$ cat src/sv/dacr_pkg.sv
// shared types and fixed constants for the control ramp block
// no dependencies; used by the top level and its checker
package dacr_pkg;

  localparam int CFG_AW = 5;
  localparam int CFG_DW = 32;

  // configuration register indexes
  typedef enum logic [2:0] {
    REG_INPUT_MODE       = 3'd0,
    REG_GAMEPAD_PRESENT  = 3'd1,
    REG_STEER_STEP       = 3'd2,
    REG_PEDAL_STEP       = 3'd3,
    REG_FIX_STEERING_BUG = 3'd4
  } reg_idx_t;

  // input_mode codes; the unused code behaves like analog wheel with digital pedals
  typedef enum logic [1:0] {
    MODE_DIGITAL      = 2'd0,
    MODE_ANALOG       = 2'd1,
    MODE_ANALOG_WHEEL = 2'd2
  } input_mode_t;

  // scaling constants (fixed by the scaling formulas)
  localparam logic [7:0]  STEER_ZERO   = 8'h80;
  localparam logic [7:0]  STEER_SAT_M  = 8'd56;     // |pos - centre| giving 128 or more
  localparam logic [19:0] STEER_RECIP  = 20'd9363;  // ceil(2^16 / 7)
  localparam int          STEER_SHIFT  = 12;        // 16 less the x16 pre-scale
  localparam logic [6:0]  STEER_LIMIT  = 7'h7F;
  localparam logic [7:0]  PEDAL_ZERO   = 8'h30;
  localparam logic [7:0]  PEDAL_SAT_M  = 8'h61;     // pedal span giving 256 or more
  localparam logic [23:0] PEDAL_RECIP  = 24'd43241; // ceil(2^22 / 97)
  localparam int          PEDAL_SHIFT  = 14;        // 22 less the x256 pre-scale
  localparam logic [7:0]  PEDAL_FULL   = 8'hFF;
  localparam logic signed [9:0] ACCUM_THRESH = 10'sd2;

  // input request, last field in the lowest bits
  typedef struct packed {
    logic [2:0] pad;
    logic [7:0] crash_hold_load;
    logic       crash_active;
    logic [7:0] brake_analog;
    logic [7:0] accel_analog;
    logic [7:0] wheel_analog;
    logic       brake_pressed;
    logic       accel_pressed;
    logic       right_pressed;
    logic       left_pressed;
  } in_item_t;

  // result request, last field in the lowest bits
  typedef struct packed {
    logic [7:0]        brake_scaled;
    logic [7:0]        accel_scaled;
    logic signed [7:0] steer_scaled;
    logic [7:0]        brake_raw;
    logic [7:0]        accel_raw;
    logic [7:0]        steer_raw;
  } out_item_t;

endpackage

$ cat src/sv/digital_to_analog_control_ramp_top.sv
// control ramp: buttons or analog readings to steering and pedal positions
// depends on dacr_pkg; checked by dacr_checker (bound in its own file)
//
//  channel | ports                               | moves
//  --------+-------------------------------------+---------------------------------
//  input   | in_tvalid in_tready in_tdata[39:0]  | one frame tick request
//  result  | out_tvalid out_tready out_tdata[47:0] | positions and scaled values
//  config  | cfg_psel cfg_penable cfg_pwrite ... | five registers at 4*index
//
// one request per cycle sustained while out_tready is high; a request passes the input
// register, then the ramp/scale logic into the result register
// the state loop is the single ramp, clamp and scale pass feeding the result register
// rst_n is synchronous: positions return to centre/zero, registers to defaults
// a stalled result holds in the result register while the input register still
// takes a request; both stall only once both are full
module digital_to_analog_control_ramp_top
  import dacr_pkg::*;
#(
  parameter int STEER_MIN    = 72,
  parameter int STEER_MAX    = 184,
  parameter int STEER_CENTRE = 128,
  parameter int PEDAL_LO     = 48,
  parameter int PEDAL_HI     = 144
) (
  input  logic              clk,
  input  logic              rst_n,
  // input channel
  input  logic              in_tvalid,
  output logic              in_tready,
  // left_pressed, right_pressed, accel_pressed, brake_pressed, wheel_analog[7:0],
  // accel_analog[7:0], brake_analog[7:0], crash_active, crash_hold_load[7:0], 3 zero bits
  input  logic [39:0]       in_tdata,
  // result channel
  output logic              out_tvalid,
  input  logic              out_tready,
  // steer_raw, accel_raw, brake_raw, steer_scaled (signed), accel_scaled, brake_scaled
  output logic [47:0]       out_tdata,
  // configuration port
  input  logic              cfg_psel,
  input  logic              cfg_penable,
  input  logic              cfg_pwrite,
  input  logic [CFG_AW-1:0] cfg_paddr,
  input  logic [CFG_DW-1:0] cfg_pwdata,
  output logic [CFG_DW-1:0] cfg_prdata,
  output logic              cfg_pready
);

  localparam logic signed [9:0] SMIN_W = 10'(STEER_MIN);
  localparam logic signed [9:0] SMAX_W = 10'(STEER_MAX);
  localparam logic signed [9:0] SCEN_W = 10'(STEER_CENTRE);
  localparam logic [7:0]        SCEN_8 = 8'(STEER_CENTRE);
  localparam logic [7:0]        PMIN_8 = 8'(PEDAL_LO);
  localparam logic [7:0]        PMAX_8 = 8'(PEDAL_HI);

  // configuration registers
  logic [1:0] mode_r;
  logic       pad_r;
  logic [6:0] steer_step_r;
  logic [7:0] pedal_step_r;
  logic       fix_r;

  // frame state
  logic [7:0]        steer_pos_r,    steer_pos_nxt;
  logic [7:0]        steer_prev_r,   steer_prev_nxt;
  logic signed [9:0] steer_accum_r,  steer_accum_nxt;
  logic [7:0]        accel_pos_r,    accel_pos_nxt;
  logic [7:0]        brake_pos_r,    brake_pos_nxt;
  logic signed [7:0] steer_scaled_r, steer_scaled_nxt;
  logic [7:0]        crash_hold_r,   crash_hold_nxt;

  // pipeline
  logic      a_valid_r;
  in_item_t  a_item_r;
  logic      out_valid_r;
  out_item_t out_item_r, out_item_nxt;
  logic      out_free;
  logic      a_fire;

  logic              digital_all;
  logic              analog_pedals;
  logic signed [9:0] ramp_w;
  logic signed [9:0] pre_w;
  logic signed [9:0] clamp_w;
  logic [7:0]        hold_cur;
  logic signed [9:0] acc_sum;
  logic              refresh;
  logic              cfg_wr;

  // pedal ramp with saturation at both ends
  function automatic logic [7:0] ramp_pedal(input logic [7:0] pos, input logic pressed,
                                            input logic [7:0] step);
    logic [8:0] sum;
    logic [8:0] dif;
    sum = {1'b0, pos} + {1'b0, step};
    dif = {1'b0, pos} - {1'b0, step};
    if (pressed) begin
      ramp_pedal = sum[8] ? PEDAL_FULL : sum[7:0];
    end else begin
      ramp_pedal = dif[8] ? 8'h00 : dif[7:0];
    end
  endfunction

  // (pos - 0x80) * 0x100 / 0x70, toward zero, limited to +-0x7F
  function automatic logic signed [7:0] scale_steer(input logic [7:0] pos);
    logic        neg;
    logic [7:0]  m;
    logic [19:0] prod;
    logic [7:0]  q;
    neg  = pos < STEER_ZERO;
    m    = neg ? (STEER_ZERO - pos) : (pos - STEER_ZERO);
    prod = 20'(m) * STEER_RECIP;
    q    = (m >= STEER_SAT_M) ? {1'b0, STEER_LIMIT} : prod[STEER_SHIFT +: 8];
    scale_steer = neg ? -signed'(q) : signed'(q);
  endfunction

  // clamp to the pedal range, then (p - 0x30) * 0x100 / 0x61 saturated to 0..255
  function automatic logic [7:0] scale_pedal(input logic [7:0] pos);
    logic [7:0]  p;
    logic [7:0]  m;
    logic [23:0] prod;
    if (pos > PMAX_8) begin
      p = PMAX_8;
    end else if (pos < PMIN_8) begin
      p = PMIN_8;
    end else begin
      p = pos;
    end
    m    = p - PEDAL_ZERO;
    prod = 24'(m) * PEDAL_RECIP;
    if (p < PEDAL_ZERO) begin
      scale_pedal = 8'h00;
    end else if (m >= PEDAL_SAT_M) begin
      scale_pedal = PEDAL_FULL;
    end else begin
      scale_pedal = prod[PEDAL_SHIFT +: 8];
    end
  endfunction

  // handshake: the input register drains whenever the result register can take it
  assign out_free   = !out_valid_r || out_tready;
  assign a_fire     = a_valid_r && out_free;
  assign in_tready  = !a_valid_r || out_free;
  assign out_tvalid = out_valid_r;
  assign out_tdata  = out_item_r;

  always_ff @(posedge clk) begin
    if (!rst_n) begin
      a_valid_r   <= 1'b0;
      out_valid_r <= 1'b0;
    end else begin
      if (in_tready) begin
        a_valid_r <= in_tvalid;
      end
      if (out_free) begin
        out_valid_r <= a_valid_r;
      end
    end
  end

  always_ff @(posedge clk) begin
    if (in_tvalid && in_tready) begin
      a_item_r <= in_item_t'(in_tdata);
    end
    if (a_fire) begin
      out_item_r <= out_item_nxt;
    end
  end

  // mode decode: no pad means everything digital
  assign digital_all   = (mode_r == MODE_DIGITAL) || !pad_r;
  assign analog_pedals = !digital_all && (mode_r == MODE_ANALOG);

  // steering ramp, computed wide; snaps to centre on reversal, drifts back when released
  always_comb begin
    logic signed [9:0] pos_w;
    logic signed [9:0] step_w;
    logic signed [9:0] base_w;
    pos_w  = signed'({2'b00, steer_pos_r});
    step_w = signed'({3'b000, steer_step_r});
    base_w = pos_w;
    ramp_w = pos_w;
    if (a_item_r.left_pressed) begin
      base_w = (pos_w > SCEN_W) ? SCEN_W : pos_w;
      ramp_w = base_w - step_w;
      if (ramp_w < SMIN_W) ramp_w = SMIN_W;
    end else if (a_item_r.right_pressed) begin
      base_w = (pos_w < SCEN_W) ? SCEN_W : pos_w;
      ramp_w = base_w + step_w;
      if (ramp_w > SMAX_W) ramp_w = SMAX_W;
    end else if (pos_w < SCEN_W) begin
      ramp_w = pos_w + step_w;
      if (ramp_w > SCEN_W) ramp_w = SCEN_W;
    end else if (pos_w > SCEN_W) begin
      ramp_w = pos_w - step_w;
      if (ramp_w < SCEN_W) ramp_w = SCEN_W;
    end
  end

  // position select and final steering clamp
  always_comb begin
    pre_w = digital_all ? ramp_w : signed'({2'b00, a_item_r.wheel_analog});
    if (pre_w < SMIN_W) begin
      clamp_w = SMIN_W;
    end else if (pre_w > SMAX_W) begin
      clamp_w = SMAX_W;
    end else begin
      clamp_w = pre_w;
    end
    steer_pos_nxt = clamp_w[7:0];
    if (analog_pedals) begin
      accel_pos_nxt = a_item_r.accel_analog;
      brake_pos_nxt = a_item_r.brake_analog;
    end else begin
      accel_pos_nxt = ramp_pedal(accel_pos_r, a_item_r.accel_pressed, pedal_step_r);
      brake_pos_nxt = ramp_pedal(brake_pos_r, a_item_r.brake_pressed, pedal_step_r);
    end
  end

  // crash hold countdown and the change threshold on scaled steering
  always_comb begin
    hold_cur        = (a_item_r.crash_hold_load != 8'h00) ? a_item_r.crash_hold_load
                                                          : crash_hold_r;
    acc_sum         = steer_accum_r + (signed'({2'b00, steer_pos_nxt})
                                       - signed'({2'b00, steer_prev_r}));
    crash_hold_nxt  = hold_cur;
    steer_prev_nxt  = steer_prev_r;
    steer_accum_nxt = steer_accum_r;
    refresh         = 1'b0;
    if (hold_cur != 8'h00) begin
      crash_hold_nxt = hold_cur - 8'd1;
      refresh        = 1'b1;
    end else begin
      steer_prev_nxt = steer_pos_nxt;
      if (fix_r || (acc_sum > ACCUM_THRESH) || (acc_sum < -ACCUM_THRESH)) begin
        steer_accum_nxt = '0;
        refresh         = 1'b1;
      end else begin
        steer_accum_nxt = acc_sum;
      end
    end
    if (!refresh) begin
      steer_scaled_nxt = steer_scaled_r;
    end else if (a_item_r.crash_active) begin
      steer_scaled_nxt = '0;
    end else begin
      steer_scaled_nxt = scale_steer(steer_pos_nxt);
    end
  end

  always_comb begin
    out_item_nxt.steer_raw    = steer_pos_nxt;
    out_item_nxt.accel_raw    = accel_pos_nxt;
    out_item_nxt.brake_raw    = brake_pos_nxt;
    out_item_nxt.steer_scaled = steer_scaled_nxt;
    out_item_nxt.accel_scaled = scale_pedal(accel_pos_nxt);
    out_item_nxt.brake_scaled = scale_pedal(brake_pos_nxt);
  end

  // frame state advances once per request leaving the input register
  always_ff @(posedge clk) begin
    if (!rst_n) begin
      steer_pos_r    <= SCEN_8;
      steer_prev_r   <= SCEN_8;
      steer_accum_r  <= '0;
      accel_pos_r    <= '0;
      brake_pos_r    <= '0;
      steer_scaled_r <= '0;
      crash_hold_r   <= '0;
    end else if (a_fire) begin
      steer_pos_r    <= steer_pos_nxt;
      steer_prev_r   <= steer_prev_nxt;
      steer_accum_r  <= steer_accum_nxt;
      accel_pos_r    <= accel_pos_nxt;
      brake_pos_r    <= brake_pos_nxt;
      steer_scaled_r <= steer_scaled_nxt;
      crash_hold_r   <= crash_hold_nxt;
    end
  end

  // configuration port: zero wait states, writes beyond the list are dropped
  assign cfg_pready = 1'b1;
  assign cfg_wr     = cfg_psel && cfg_penable && cfg_pwrite && cfg_pready;

  always_ff @(posedge clk) begin
    if (!rst_n) begin
      mode_r       <= MODE_DIGITAL;
      pad_r        <= 1'b0;
      steer_step_r <= 7'd8;
      pedal_step_r <= 8'd16;
      fix_r        <= 1'b0;
    end else if (cfg_wr) begin
      case (reg_idx_t'(cfg_paddr[4:2]))
        REG_INPUT_MODE:       mode_r       <= cfg_pwdata[1:0];
        REG_GAMEPAD_PRESENT:  pad_r        <= cfg_pwdata[0];
        REG_STEER_STEP:       steer_step_r <= cfg_pwdata[6:0];
        REG_PEDAL_STEP:       pedal_step_r <= cfg_pwdata[7:0];
        REG_FIX_STEERING_BUG: fix_r        <= cfg_pwdata[0];
        default: ;
      endcase
    end
  end

  always_comb begin
    case (reg_idx_t'(cfg_paddr[4:2]))
      REG_INPUT_MODE:       cfg_prdata = {30'd0, mode_r};
      REG_GAMEPAD_PRESENT:  cfg_prdata = {31'd0, pad_r};
      REG_STEER_STEP:       cfg_prdata = {25'd0, steer_step_r};
      REG_PEDAL_STEP:       cfg_prdata = {24'd0, pedal_step_r};
      REG_FIX_STEERING_BUG: cfg_prdata = {31'd0, fix_r};
      default:              cfg_prdata = '0;
    endcase
  end

endmodule

$ cat config.mk
export PLATFORM = sky130hd
export DESIGN_NAME = digital_to_analog_control_ramp_top
export DESIGN_NICKNAME = d
export VERILOG_FILES = /design/src/sv/dacr_pkg.sv /design/src/sv/digital_to_analog_control_ramp_top.sv
export SDC_FILE = /design/constraint.sdc
export NUM_CORES = 1
export LEC_CHECK = 0
export BUFFER_PORTS_ARGS = -buffer_cell sky130_fd_sc_hd__buf_2
export CAP_MARGIN = 20
export CORE_ASPECT_RATIO = 0.6
export CORE_MARGIN = 2
export CORE_UTILIZATION = 47
export CTS_CLUSTER_DIAMETER = 40
export DETAILED_ROUTE_END_ITERATION = 16
export GPL_ROUTABILITY_DRIVEN = 1
export PLACE_DENSITY = 0.66
export SLEW_MARGIN = 20
export SYNTH_ARGS = -nofsm -noshare
export SYNTH_HDL_FRONTEND = slang
export SYNTH_SLANG_ARGS = --single-unit
$ cat constraint.sdc
create_clock -name clk -period 10.9 [get_ports clk]
set_input_delay 2.18 -clock clk [delete_from_list [all_inputs] [get_ports clk]]
set_output_delay 2.18 -clock clk [all_outputs]
set_load 0.05 [all_outputs]
==> flow_summary.ini, run 1 <==
[power_and_ir_drop]
power_density_nw_per_um2 = 157.7
power_mw = 2.826
leakagePower_nw = 8.276
ir_worst_vdd_uv = 118.8

[finish]
fin_nets = 2358
syn2layout_area_growth_pct = 10.19
drive_above_1_share_pct = 11.16
antennaDiodeCount = 0
final_cell_mix = 254 x ha_1, 204 x inv_1, 175 x nor2_1
final_common_cell = ha_1
post-route-cell-area_um2 = 17920

[cts]
numCtsBuffers = 17
cts_max_level = 4
cts.sinks = 164
cts_root_buf = clkbuf_16
clk_pin_slew_ns = 0.07
cts_max_path_buffers = 2
cts_tree = built
clkLatencyLatePin_ns = 0.46

[drt]
avgRoutedWirePerCell_um = 17.68
drt-initial-drc-count = 1219
via_per_inst = 5.644
drt_pass1_iterations = 6
wl_mm = 42.99
ant_nets = 0
num_vias = 13721
drc = 0

[die]
core_area_um2 = 33900
dieHeight_um = 148.1
start_util_pct = 47.98
rows = 52
die-area_um2 = 36160
pin_count = 167
chipWidth_um = 244.1

[global_routing]
grt_overflow_total = 0
antenna_found_initial = 1
grt_busiest_layer = met1
grt_max_degree = 70
grtUsageTotal_pct = 23.97
grt_util_met3_pct = 4.728
grt_pass1_vias = 12845
met1_usage_pct = 37.95
grt_pass1_wl_mm = 68.75
use_met2_pct = 33.39

[worst_setup_path]
slowest_delay_ns = 0.53
crit_arrival_ns = 10.44
worst-path-buf-inv = 4
crit_top_cell = ha_1
start_kind = flop
crit_slowest_cell = fa_1
critPathMaxFanout = 6
cp_top_family = compound AO/OA/AOI/OAI gates
crit_required_ns = 11.07
end_kind = flop
criticalPathCategory = reg -> reg

[hold_path]
hp-class = reg -> reg

[yosys]
synth.distinct_cells = 91
syn_area_um2 = 16260
synthCells = 1838
synth_edf_count = 85
avgSynthCellArea_um2 = 8.848
yosysWarnings = 0
async_flop_share_pct = 0
ys_ff_latch = 164
seq_area_frac_synth_pct = 25.42
ys.flop_type = edfxtp_1

[sta]
tns_ns = 0
worst_pin_slew_ns = 1.084
slew_headroom_pct = 27.77
finalCritPeriodShare_pct = 94.25
hold_viol_final = 0
fin_worst_skew_ns = 0.01756
setup_viol = 0
max_freq_ghz = 0.09734
fin_crit_ns = 10.27
slew_violations = 0

[placed_design]
hpwl_mm = 34.04
gp_congestion = 0.9229
place_area_um2 = 17330
port_buffers = 112

[run_status]
status = completed

[run]
max_cap_viol_count = 0
-- power by group --
group / switching [mW] / internal [mW] / total, mW / leakage [nW]
clock network: 0.283 / 0.317 / 0.601 / 0.252
logic: 0.909 / 0.575 / 1.48 / 6.57
registers: 0.0252 / 0.716 / 0.741 / 1.46
total: 1.22 / 1.61 / 2.83 / 8.28
-- path summary, 6_finish.rpt --
kind                   start               to  slack [ns]  cells past startpoint
max          steer_step_r[1]    out_tdata[29]        0.63                     43
min          steer_prev_r[2]  steer_prev_r[2]        0.46                      2
max reg2reg  steer_step_r[1]    out_tdata[29]        0.63                     43
min reg2reg  steer_prev_r[2]  steer_prev_r[2]        0.46                      2
-- layout make-up --
type,instances,area (um^2)
clock buffers,19,432.9
clock inverters,13,125.1
fillers,3127,15980
inverters,206,774.5
multi-input cells,1435,11150
flip-flops and latches,164,4135
well taps,459,574.3
repair buffers,135,733.2
-- worst reg2reg max path, delay by kind of cell (launching register included) --
kind | cells | cell delay, ns
DFF | 1 | 0.50
AOI/OAI and AO/OA | 17 | 4.09
adders and majority gates | 7 | 2.09
buffers and inverters | 4 | 0.40
xor gates and xnor gates | 2 | 0.25
and+or+nand+nor | 13 | 2.64
-- routing by layer --
| layer | routed length, um | up-vias |
|---|---|---|
| met5 | 13 | - |
| met4 | 483 | 2 |
| met3 | 2928 | 40 |
| met2 | 17030 | 465 |
| met1 | 22540 | 6544 |
| li1 | - | 6670 |
-- cells in the mapped netlist, types with 6 or more instances --
master | number | share of area (%)
a211o_1 | 6 | 0.32
a211oi_1 | 25 | 1.2
a21o_1 | 23 | 1.1
a21oi_1 | 114 | 3.5
a22oi_1 | 13 | 0.60
a31oi_1 | 14 | 0.54
and2_1 | 25 | 0.96
and3_1 | 17 | 0.65
buf_4 | 25 | 1.2
clkbuf_1 | 51 | 1.2
dfxtp_1 | 79 | 9.7
edfxtp_1 | 85 | 16
fa_1 | 61 | 7.5
ha_1 | 254 | 20
inv_1 | 204 | 4.7
mux2_2 | 7 | 0.48
mux2i_1 | 27 | 1.7
nand2_1 | 120 | 2.8
nand2b_1 | 27 | 1.0
nand3_1 | 40 | 1.2
nand3b_1 | 6 | 0.28
nand4_1 | 10 | 0.38
nor2_1 | 176 | 4.1
nor2b_1 | 30 | 1.2
nor3_1 | 38 | 1.2
nor3b_1 | 6 | 0.28
nor4_1 | 10 | 0.38
o211ai_1 | 8 | 0.37
o21a_1 | 32 | 1.5
o21ai_0 | 62 | 1.9
o21ai_1 | 11 | 0.34
o21bai_1 | 10 | 0.46
o22ai_1 | 7 | 0.27
o31a_1 | 7 | 0.38
o31ai_1 | 11 | 0.51
or2_2 | 17 | 0.65
or3_1 | 10 | 0.38
or4_1 | 6 | 0.28
xnor2_1 | 40 | 2.2
xor2_1 | 17 | 0.92
-- flip-flops by register name (all words and copies together), names as in the netlist --
signal and count:
fix_r 1, pad_r 1, out_tvalid 1, accel_pos_r 8, steer_step_r 7, steer_pos_r 8
mode_r 2, steer_scaled_r 8, brake_pos_r 8, steer_accum_r 10, a_valid_r 1, a_item_r 37
steer_prev_r 8, crash_hold_r 8, pedal_step_r 8, out_tdata 48
-- logic make-up (layout without fill, tap and decap cells) --
| logic type | Yosys count | count (layout) | share of synthesized area (%) |
|---|---|---|---|
| adders and majority gates | 315 | 315 | 27.05 |
| AOI/OAI and AO/OA | 427 | 427 | 18.40 |
| muxes | 34 | 34 | 2.147 |
| buffers and inverters | 285 | 373 | 7.163 |
| DFF | 164 | 164 | 25.42 |
| xor gates and xnor gates | 58 | 58 | 3.170 |
| other | 2 | 48 | 0.04618 |
| and+or+nand+nor | 553 | 553 | 16.61 |
-- stage by stage --
step / setup slack, ns / hold WS, ns / instances / util (%)
global route: -0.006138 / 0.4752 / 2431 / 52.87
CTS: 0.4845 / 0.4580 / 2428 / 52.78
floorplan: 1.215 / 0.4323 / 1884 / -
detailed placement: 0.5211 / 0.4485 / 2396 / 51.13
global placement: 0.8037 / 0.4438 / 2396 / 51.13
finish: 0.6271 / 0.4572 / 2431 / 52.87
-- what timing repair did --
item / 4_1_cts / 5_1_grt
endpoints found under the setup margin: 0 / 6
hold buffers: 0 / 0
buffers inserted: 0 / 2
gates resized for setup: 0 / 3
(Power assumes the default switching activity.)
==> inputs of run 2 (changes only) <==
--- a/config.mk
+++ b/config.mk
@@ -13,7 +13,7 @@
 export CTS_CLUSTER_DIAMETER = 40
 export DETAILED_ROUTE_END_ITERATION = 16
 export GPL_ROUTABILITY_DRIVEN = 1
-export PLACE_DENSITY = 0.66
+export PLACE_DENSITY_LB_ADDON = 0.15
 export SLEW_MARGIN = 20
 export SYNTH_ARGS = -nofsm -noshare
 export SYNTH_HDL_FRONTEND = slang
==> flow_summary.ini, run 2 (same netlist as run 1, synthesis figures left out) <==
[placed_design]
gp_congestion = 0.9169
pre_cts_ws_ns = 0.6126
hpwl_mm = 34.06
port_buffers = 112
dp.cells = 2395

[worst_setup_path]
crit_arrival_ns = 10.40
slowest_delay_ns = 0.51
end_kind = flop
critPathMaxFanout = 6
cp_top_family = compound AO/OA/AOI/OAI gates
crit_slowest_cell = dfxtp_1
cp.depth = 44
crit_required_ns = 11.11
worst-path-buf-inv = 5
r2r_cells = 44
start_kind = flop
crit_top_cell = ha_1
criticalPathCategory = reg -> reg

[die]
dieHeight_um = 148.1
core_area_um2 = 33900
pin_count = 167
rows = 52
chipWidth_um = 244.1
start_util_pct = 47.98
die-area_um2 = 36160

[cts]
cts_tree = built
cts.sinks = 164
cts_root_buf = clkbuf_16
hold_buffers = 0
cts_max_path_buffers = 2
cts_max_level = 4
clk_pin_slew_ns = 0.08
clkLatencyLatePin_ns = 0.46
numCtsBuffers = 17

[finish]
drive_above_1_share_pct = 11.30
largest_register_ffs = 48
final_cell_mix = 254 x ha_1, 203 x inv_1, 175 x nor2_1
syn2layout_area_growth_pct = 10.30
fillers = 3204
fin_nets = 2360
final_common_cell = ha_1
instances_no_fill = 2434

[drt]
drt_pass1_iterations = 6
drt-initial-drc-count = 1065
ant_nets = 0
avgRoutedWirePerCell_um = 17.80
drc = 0
num_vias = 13546
wl_mm = 43.33
via_per_inst = 5.565

[power_and_ir_drop]
leakagePower_nw = 8.293
ir_worst_vdd_uv = 124.0
power_mw = 2.828
power_density_nw_per_um2 = 157.7

[run_status]
status = completed

[sta]
worst_pin_slew_ns = 0.9685
hold_viol_final = 0
fin_worst_skew_ns = 0.01459
max_freq_ghz = 0.09807
fin_crit_ns = 10.20
setup_viol = 0
slew_headroom_pct = 34.94
tns_ns = 0
finalWorstSetupSlack_ns = 0.7032
slew_violations = 0
finalCritPeriodShare_pct = 93.55
holdWs_ns = 0.4653

[hold_path]
hp-class = reg -> reg
holdPathStages = 2

[global_routing]
grt_overflow_total = 0
grt_pass1_vias = 12676
grtUsageTotal_pct = 24.29
antenna_found_initial = 1
grt_pass1_wl_mm = 69.52
grt_max_degree = 59

[run]
max_cap_viol_count = 0
-- run 2: worst paths after layout --
| check | from | endpoint | slack (ns) |
|---|---|---|---|
| hold / removal | steer_prev_r[6] | steer_prev_r[6] | 0.47 |
| hold reg to reg | steer_prev_r[6] | steer_prev_r[6] | 0.47 |
| setup / recovery | steer_step_r[1] | out_tdata[29] | 0.70 |
| setup reg to reg | steer_step_r[1] | out_tdata[29] | 0.70 |
-- run 2: through the flow --
stage | util, % | cell area [um^2]
3_5_place_dp | 51.11 | 17320
6_report | 52.92 | 17940
4_1_cts | 52.75 | 17880
3_3_place_gp | 51.11 | 17320
2_1_floorplan | - | 16440
5_1_grt | 52.92 | 17940
-- run 2: power by group --
| part | switching, mW | internal (mW) |
|---|---|---|
| logic | 0.904 | 0.581 |
| registers | 0.0243 | 0.715 |
| clock network | 0.286 | 0.318 |
| total | 1.21 | 1.61 |
-- run 2: area by class of cell --
type                    instances  area (um^2)  share of cell area (%)
clock inverters                13        125.1                  0.6975
repair buffers                137        748.2                   4.171
clock buffers                  19        432.9                   2.413
diodes                          1        2.502                 0.01395
multi-input cells            1435        11140                   62.11
inverters                     206        778.2                   4.338
flip-flops and latches        164         4135                   23.05
well taps                     459        574.3                   3.201
-- run 2: tightest hold or removal path: stages, from the launching register on --
cell and delay, ns:
dfxtp_1 0.31, nand2_1 0.05, a21oi_1 0.06
-- run 2: what timing repair did --
action | in CTS | in global routing
endpoints found under the setup margin | 0 | 6
buffers inserted | 0 | 6
gates resized for setup | 0 | 2
hold endpoints to repair | 0 | 0
-- run 2: layer usage --
| layer | vias up | wire [um] | GRT usage (%) |
|---|---|---|---|
| met5 | - | 0 | 0 |
| met4 | 0 | 224 | 3.537 |
| met3 | 24 | 3311 | 5.215 |
| met2 | 441 | 16710 | 32.59 |
| met1 | 6421 | 23080 | 39.53 |
| li1 | 6660 | - | - |
